<file path="config.mk">
export PLATFORM = sky130hd
export DESIGN_NAME = fully_assoc_fifo_cache_lookup
export DESIGN_NICKNAME = d
export VERILOG_FILES = /design/src/rtl/fac_pkg.sv /design/src/rtl/fac_ctrl.sv /design/src/rtl/fac_dpath.sv /design/src/rtl/fully_assoc_fifo_cache_lookup.sv
export SDC_FILE = /design/constraint.sdc
export NUM_CORES = 1
export LEC_CHECK = 0
export BUFFER_PORTS_ARGS = -buffer_cell sky130_fd_sc_hd__buf_2
export CAP_MARGIN = 20
export CORE_MARGIN = 2
export CORE_UTILIZATION = 31
export CTS_BUF_LIST = sky130_fd_sc_hd__clkbuf_8 sky130_fd_sc_hd__clkbuf_16
export CTS_CLUSTER_DIAMETER = 60
export CTS_CLUSTER_SIZE = 10
export DETAILED_ROUTE_END_ITERATION = 6
export GPL_ROUTABILITY_DRIVEN = 0
export PLACE_DENSITY = 0.46
export RECOVER_POWER = 100
export SLEW_MARGIN = 15
export SYNTH_ARGS = -nofsm -noshare
export SYNTH_HDL_FRONTEND = slang
export SYNTH_SLANG_ARGS = --single-unit
</file>
<file path="constraint.sdc">
create_clock -name clk -period 8.6 [get_ports clk]
set_input_delay 1.29 -clock clk [delete_from_list [all_inputs] [get_ports clk]]
set_output_delay 1.29 -clock clk [all_outputs]
set_load 0.03 [all_outputs]
</file>
<file path="src/rtl/fac_pkg.sv">
// ----------------------------------------------------------------------------
// fac_pkg
// Shared types and constants for the fully associative FIFO cache lookup.
// ----------------------------------------------------------------------------
package fac_pkg;

  localparam int unsigned ADDR_W  = 32;
  localparam int unsigned TAG_W   = 32;
  localparam int unsigned CNT_W   = 32;
  localparam int unsigned OFF_W   = 5;
  localparam int unsigned WAY_O_W = 3;

  typedef enum logic [1:0] {
    ST_IDLE,
    ST_CMP,
    ST_UPD
  } state_t;

  typedef struct packed {
    logic capture;
    logic compare;
    logic commit;
  } ctrl_cmd_t;

endpackage

</file>
<file path="src/rtl/fac_ctrl.sv">
// ----------------------------------------------------------------------------
// fac_ctrl
// Sequencer: capture, tag compare, update/commit, output register valid.
// ----------------------------------------------------------------------------
module fac_ctrl (
  input  logic               clk,
  input  logic               rst_n,
  input  logic               in_valid,
  output logic               in_ready,
  output logic               out_valid,
  input  logic               out_ready,
  output fac_pkg::ctrl_cmd_t cmd
);

  fac_pkg::state_t state_r, state_nxt;
  logic            out_valid_r, out_valid_nxt;

  always_ff @(posedge clk) begin
    if (!rst_n) begin
      state_r     <= fac_pkg::ST_IDLE;
      out_valid_r <= 1'b0;
    end else begin
      state_r     <= state_nxt;
      out_valid_r <= out_valid_nxt;
    end
  end

  always_comb begin
    state_nxt   = state_r;
    cmd         = '0;
    in_ready    = 1'b0;
    case (state_r)
      fac_pkg::ST_IDLE: begin
        in_ready    = 1'b1;
        cmd.capture = in_valid;
        if (in_valid) begin
          state_nxt = fac_pkg::ST_CMP;
        end
      end
      fac_pkg::ST_CMP: begin
        cmd.compare = 1'b1;
        state_nxt   = fac_pkg::ST_UPD;
      end
      fac_pkg::ST_UPD: begin
        // hold until the output register is free or draining
        if (!out_valid_r || out_ready) begin
          cmd.commit = 1'b1;
          state_nxt  = fac_pkg::ST_IDLE;
        end
      end
      default: begin
        state_nxt = fac_pkg::ST_IDLE;
      end
    endcase

    if (cmd.commit) begin
      out_valid_nxt = 1'b1;
    end else if (out_ready) begin
      out_valid_nxt = 1'b0;
    end else begin
      out_valid_nxt = out_valid_r;
    end
  end

  assign out_valid = out_valid_r;

endmodule

</file>
<file path="src/rtl/fac_dpath.sv">
// ----------------------------------------------------------------------------
// fac_dpath
// Tag store, valid bits, FIFO pointer, saturating counters, result register.
// ----------------------------------------------------------------------------
module fac_dpath #(
  parameter int unsigned WAYS  = 8,
  parameter int unsigned WAY_W = 3
) (
  input  logic                          clk,
  input  logic                          rst_n,
  input  fac_pkg::ctrl_cmd_t            cmd,
  input  logic                          cfg_we,
  input  logic [fac_pkg::OFF_W-1:0]     cfg_offset_bits,
  input  logic [fac_pkg::ADDR_W-1:0]    in_address,
  output logic                          out_hit,
  output logic [fac_pkg::WAY_O_W-1:0]   out_way,
  output logic                          out_evicted_valid,
  output logic [fac_pkg::TAG_W-1:0]     out_evicted_tag,
  output logic [fac_pkg::TAG_W-1:0]     out_tag_out,
  output logic [fac_pkg::CNT_W-1:0]     out_hit_count,
  output logic [fac_pkg::CNT_W-1:0]     out_miss_count
);

  logic [fac_pkg::OFF_W-1:0] offset_r;
  logic [fac_pkg::TAG_W-1:0] tag_r;
  logic [fac_pkg::TAG_W-1:0] store_r [WAYS];
  logic [WAYS-1:0]           valid_r;
  logic [WAYS-1:0]           match_r;
  logic [WAY_W-1:0]          ptr_r, ptr_nxt;
  logic [fac_pkg::CNT_W-1:0] hits_r, misses_r;

  logic                      hit_w;
  logic                      free_any_w;
  logic                      ev_valid_w;
  logic [WAY_W-1:0]          hit_way_w;
  logic [WAY_W-1:0]          free_way_w;
  logic [WAY_W-1:0]          way_w;
  logic [fac_pkg::TAG_W-1:0] ev_tag_w;
  logic [31:0]               way_ext_w;

  always_ff @(posedge clk) begin
    if (!rst_n) begin
      offset_r <= '0;
    end else if (cfg_we) begin
      offset_r <= cfg_offset_bits;
    end
  end

  always_ff @(posedge clk) begin
    if (cmd.capture) begin
      tag_r <= in_address >> offset_r;
    end
  end

  always_ff @(posedge clk) begin
    if (cmd.compare) begin
      for (int i = 0; i < WAYS; i++) begin
        match_r[i] <= valid_r[i] && (store_r[i] == tag_r);
      end
    end
  end

  // lowest matching way and lowest free way
  always_comb begin
    hit_way_w  = '0;
    free_way_w = '0;
    for (int i = WAYS - 1; i >= 0; i--) begin
      if (match_r[i]) begin
        hit_way_w = WAY_W'(i);
      end
      if (!valid_r[i]) begin
        free_way_w = WAY_W'(i);
      end
    end
  end

  assign hit_w      = |match_r;
  assign free_any_w = ~&valid_r;
  assign ev_valid_w = !hit_w && !free_any_w;
  assign way_w      = hit_w ? hit_way_w : (free_any_w ? free_way_w : ptr_r);
  assign ev_tag_w   = ev_valid_w ? store_r[ptr_r] : '0;
  assign way_ext_w  = 32'(way_w);
  assign ptr_nxt    = (ptr_r == WAY_W'(WAYS - 1)) ? '0 : ptr_r + WAY_W'(1);

  always_ff @(posedge clk) begin
    if (cmd.commit && !hit_w) begin
      store_r[way_w] <= tag_r;
    end
  end

  always_ff @(posedge clk) begin
    if (!rst_n) begin
      valid_r  <= '0;
      ptr_r    <= '0;
      hits_r   <= '0;
      misses_r <= '0;
    end else if (cmd.commit) begin
      if (hit_w) begin
        if (hits_r != '1) begin
          hits_r <= hits_r + 1'b1;
        end
      end else begin
        valid_r[way_w] <= 1'b1;
        if (misses_r != '1) begin
          misses_r <= misses_r + 1'b1;
        end
        if (ev_valid_w) begin
          ptr_r <= ptr_nxt;
        end
      end
    end
  end

  // result register
  always_ff @(posedge clk) begin
    if (cmd.commit) begin
      out_hit           <= hit_w;
      out_way           <= way_ext_w[fac_pkg::WAY_O_W-1:0];
      out_evicted_valid <= ev_valid_w;
      out_evicted_tag   <= ev_tag_w;
      out_tag_out       <= tag_r;
      out_hit_count     <= (hit_w && hits_r != '1) ? hits_r + 1'b1 : hits_r;
      out_miss_count    <= (!hit_w && misses_r != '1) ? misses_r + 1'b1 : misses_r;
    end
  end

  a_evict_only_when_full: assert property (@(posedge clk) disable iff (!rst_n)
    cmd.commit && ev_valid_w |-> &valid_r)
    else $error("eviction with a free way");

  a_ptr_moves_on_evict: assert property (@(posedge clk) disable iff (!rst_n)
    ptr_r != $past(ptr_r) |-> $past(cmd.commit && ev_valid_w))
    else $error("FIFO pointer moved without eviction");

  a_hits_only_on_commit: assert property (@(posedge clk) disable iff (!rst_n)
    hits_r != $past(hits_r) |-> $past(cmd.commit && hit_w))
    else $error("hit counter changed without a hit");

  a_valid_only_on_miss: assert property (@(posedge clk) disable iff (!rst_n)
    valid_r != $past(valid_r) |-> $past(cmd.commit && !hit_w))
    else $error("valid bits changed without a fill");

endmodule

</file>
<file path="src/rtl/fully_assoc_fifo_cache_lookup.sv">
// Sequence: address capture, tag compare, then update into the result register;
//   the update waits while an undrained result holds the register and out_ready is low.
// Only one address is in flight: the next is taken once the previous one has updated.
// A new address is taken while the previous result still waits in its register.
// Reset (rst_n low, synchronous): all ways invalid, FIFO pointer, hit and miss
//   counts and offset_bits cleared; tag store contents are not cleared.
// ----------------------------------------------------------------------------
// fully_assoc_fifo_cache_lookup
// Fully associative tag lookup with FIFO replacement and saturating counts.
// ----------------------------------------------------------------------------
module fully_assoc_fifo_cache_lookup #(
  parameter int unsigned WAYS = 8
) (
  input  logic                          clk,
  input  logic                          rst_n,
  input  logic                          cfg_valid,
  output logic                          cfg_ready,
  input  logic [fac_pkg::OFF_W-1:0]     cfg_offset_bits,
  input  logic                          in_valid,
  output logic                          in_ready,
  input  logic [fac_pkg::ADDR_W-1:0]    in_address,
  output logic                          out_valid,
  input  logic                          out_ready,
  output logic                          out_hit,
  output logic [fac_pkg::WAY_O_W-1:0]   out_way,
  output logic                          out_evicted_valid,
  output logic [fac_pkg::TAG_W-1:0]     out_evicted_tag,
  output logic [fac_pkg::TAG_W-1:0]     out_tag_out,
  output logic [fac_pkg::CNT_W-1:0]     out_hit_count,
  output logic [fac_pkg::CNT_W-1:0]     out_miss_count
);

  localparam int unsigned WAY_W = $clog2(WAYS);

  fac_pkg::ctrl_cmd_t cmd;

  assign cfg_ready = 1'b1;

  fac_ctrl u_ctrl (
    .clk       (clk),
    .rst_n     (rst_n),
    .in_valid  (in_valid),
    .in_ready  (in_ready),
    .out_valid (out_valid),
    .out_ready (out_ready),
    .cmd       (cmd)
  );

  fac_dpath #(
    .WAYS  (WAYS),
    .WAY_W (WAY_W)
  ) u_dpath (
    .clk               (clk),
    .rst_n             (rst_n),
    .cmd               (cmd),
    .cfg_we            (cfg_valid),
    .cfg_offset_bits   (cfg_offset_bits),
    .in_address        (in_address),
    .out_hit           (out_hit),
    .out_way           (out_way),
    .out_evicted_valid (out_evicted_valid),
    .out_evicted_tag   (out_evicted_tag),
    .out_tag_out       (out_tag_out),
    .out_hit_count     (out_hit_count),
    .out_miss_count    (out_miss_count)
  );

endmodule
</file>
==> out/qor.yml <==
syn_nets: 1880
cts.clk_slew.worst_paths_ps: 60
via_per_inst: 5.133
hold_path_end: "u_dpath.misses_r[12]$_SDFFE_PN0P_"
place_ws_ps: 4975
setup_tns_ps: 0
hold_path_class: "flip-flop to flip-flop"
p_leak_nw: 8.627
grt_use_met2: 0.2926
synth_cells: 1834
reg2regPathDepth: 5
rsz0062_at_grt: "no"
die_area_sq_um: 81840
crit_required_ps: 8800
synth_cell_types: 67
drc: 0
nFillCells: 7803
grt_max_degree: 71
pin_count: 178
dr.pass1.iters: 5
setup_ws_ps: 2940
status: "finished with violations"
violations: "capacitance limit, slew limit"
totalWireLength_um: 73030
grt_use_met1: 0.2413
rows: 103
multi_input_area_sq_um: 9517
use_met3: 0.02416
synth_edf_count: 429
cts-root-buf: "clkbuf_16"
die_x_um: 286.1
ys_ff_latch: 512
vdd_drop_max_v: 0.0001446
clock.fmax_mhz: 176.7
syn_to_final_growth_pct: 14.59
numCtsBuffers: 60
min_period_ps: 5660
busiest_layer: "met2"
drv_slew: 661
min_path_cells: 2
grt_pass1_wl_um: 107000
drive_gt1_frac: 0.1191
reg2reg_setup_slack_ps: 2940
holdWs_ps: 482.3
yosysMostFrequentCell: "edfxtp_1"
r2r_end: "u_dpath.store_r[4][30]$_DFFE_PP_"
power_density_nw_per_um2: 202.2
routed-via-count: 15860
drt_iter0_markers: 1306
synth_area_leaders: "edfxtp_1, mux4_2, xnor2_1"
routedWlPerCell_um: 23.63
synthArstFlopShare: 0
n_antenna_cell: 0
fin_crit_sh: 0.6581
grt_overflow: 0
initial_core_util: 0.3127
synth_top_cell_area_share: 0.5223
synth_commonest_cells: "edfxtp_1, xnor2_1, clkbuf_1, xor2_1, mux4_2"
dp_hpwl_um: 50220
worst_pin_slew_ps: 3402
worstPathMaxFanout: 35
post_cts_buffers: 0
yosys_warnings: 0
clockBufferDepth: 3
antenna_found_initial: 2
cts_tree: "built"
ctsResizeCount: 0
end_kind: "flip-flop"
maxCapViolCount: 18
h-tree-depth: 2
crit_type: "flip-flop to flip-flop"
slew_headroom: -1.268
core_sq_um: 78870
syn_area_sq_um: 24670
hold_path.startpoint: "u_dpath.misses_r[12]$_SDFFE_PN0P_"
hold_violations: 0
skew_ps: 13.63
syn_avg_cell_area_sq_um: 13.45
ys.flop_type: "edfxtp_1"
clkSinkCount: 512
finalSetupViolations: 0
r2r_start: "u_dpath.ptr_r[2]$_SDFFE_PN0P_"
clk_latency_ps: 620
finalNetCount: 2043
track_usage: 0.1753
grt_pass1_vias: 15700
seq_area_frac_synth: 0.5896
crit_arrival_ps: 5860
yosysTopAreaCell: "edfxtp_1"
critPathLaunchType: "flip-flop"
antenna_left: 0
cts_hold_buf: 0
seqCellArea_sq_um: 14550
port_buffers: 176
die_h_um: 286.1
## layout make-up
class	instances	area share
inverter	26	0.003453
clock buffer	65	0.05635
multi-input combinational	1172	0.3367
timing repair buffer	225	0.03276
sequential	512	0.5147
tap	1050	0.04648
clock inverter	40	0.009561
## metal layers
metal	routed length, um	share of wire
met5	0	0
met1	32440	0.44
met4	1411	0.019
met2	35620	0.49
met3	3552	0.049
## cell families (layout without fill, tap and decap cells)
group | Yosys count | after routing | share of synthesized area
AO/OA/AOI/OAI | 191 | 191 | 0.05022
flip-flops | 512 | 512 | 0.5896
other | 1 | 1 | 0.0001520
multiplexers | 163 | 163 | 0.1105
adder cells (fa/ha/maj) | 4 | 4 | 0.002029
buffers and inverters | 150 | 356 | 0.02551
AND/OR/NAND/NOR | 498 | 498 | 0.1101
XOR/XNOR | 315 | 315 | 0.1118
## flip-flops by register name (all words and copies together), names as in the netlist, 3 cells and up
| name | flops |
|---|---|
| u_dpath.hits_r | 32 |
| u_dpath.match_r | 8 |
| u_dpath.misses_r | 32 |
| u_dpath.offset_r | 5 |
| u_dpath.out_evicted_tag | 32 |
| u_dpath.out_hit_count | 32 |
| u_dpath.out_miss_count | 32 |
| u_dpath.out_tag_out | 32 |
| u_dpath.out_way | 3 |
| u_dpath.ptr_r | 3 |
| u_dpath.store_r | 256 |
| u_dpath.tag_r | 32 |
| u_dpath.valid_r | 8 |
## per-stage QoR
stage	area, sq um	utilization	instances	total power [mW]
2_1_floorplan	24670	-	1834	3.153
3_3_place_gp	26770	0.3394	2985	3.351
3_5_place_dp	26770	0.3394	2985	3.349
4_1_cts	28630	0.3630	3090	5.805
5_1_grt	28270	0.3584	3090	5.921
6_report	28270	0.3584	3090	5.714
## critical path, cell delays in order (launching register included)
cell and delay [ps]:
dfxtp_2 310, clkbuf_1 2380, o21bai_1 430, nand2b_1 390, nor3_2 160, clkbuf_1 1510
## report_power, final
group	internal [mW]	switching [mW]	leakage, nW
Sequential	2.76	0.0429	4.44
Clock	1.43	1.00	1.03
Combinational	0.150	0.330	3.16
## worst max-delay path by stage
stage / startpoint / endpoint / slack, ps / depth (start not counted)
5_1_grt: out_ready / u_dpath.out_tag_out[2]$_DFFE_PP_ / 2430 / 4
3_3_place_gp: out_ready / u_dpath.store_r[7][3]$_DFFE_PP_ / 4890 / 6
2_1_floorplan: out_ready / u_dpath.hits_r[27]$_SDFFE_PN0P_ / 2220 / 7
4_1_cts: u_dpath.ptr_r[1]$_SDFFE_PN0P_ / u_dpath.store_r[1][29]$_DFFE_PP_ / 4950 / 7
6_report: u_dpath.ptr_r[2]$_SDFFE_PN0P_ / u_dpath.store_r[4][30]$_DFFE_PP_ / 2940 / 5
3_5_place_dp: u_dpath.ptr_r[1]$_SDFFE_PN0P_ / u_dpath.store_r[1][10]$_DFFE_PP_ / 4970 / 7
## placed cells by master, fill, tap and decap left out, types with 5 or more instances in the layout
master	count
a211oi_1	7
a21oi_1	67
a31oi_1	6
a32o_1	8
and2_1	7
and3_1	9
and4_1	9
buf_2	38
buf_4	9
clkbuf_1	178
clkbuf_16	62
dfxtp_1	81
edfxtp_1	429
inv_1	55
mux2_1	5
mux2_2	10
mux2i_1	62
mux4_2	86
nand2_1	77
nand2b_1	8
nand3_1	43
nand4_1	79
nor2_1	85
nor2b_1	8
nor3_1	42
nor4_1	46
o21ai_0	31
o22a_1	5
o22ai_1	5
o31ai_1	34
or2_2	10
or3_1	21
or4_1	38
xnor2_1	218
xor2_1	97
No activity file was read; power rests on OpenSTA's default activity.
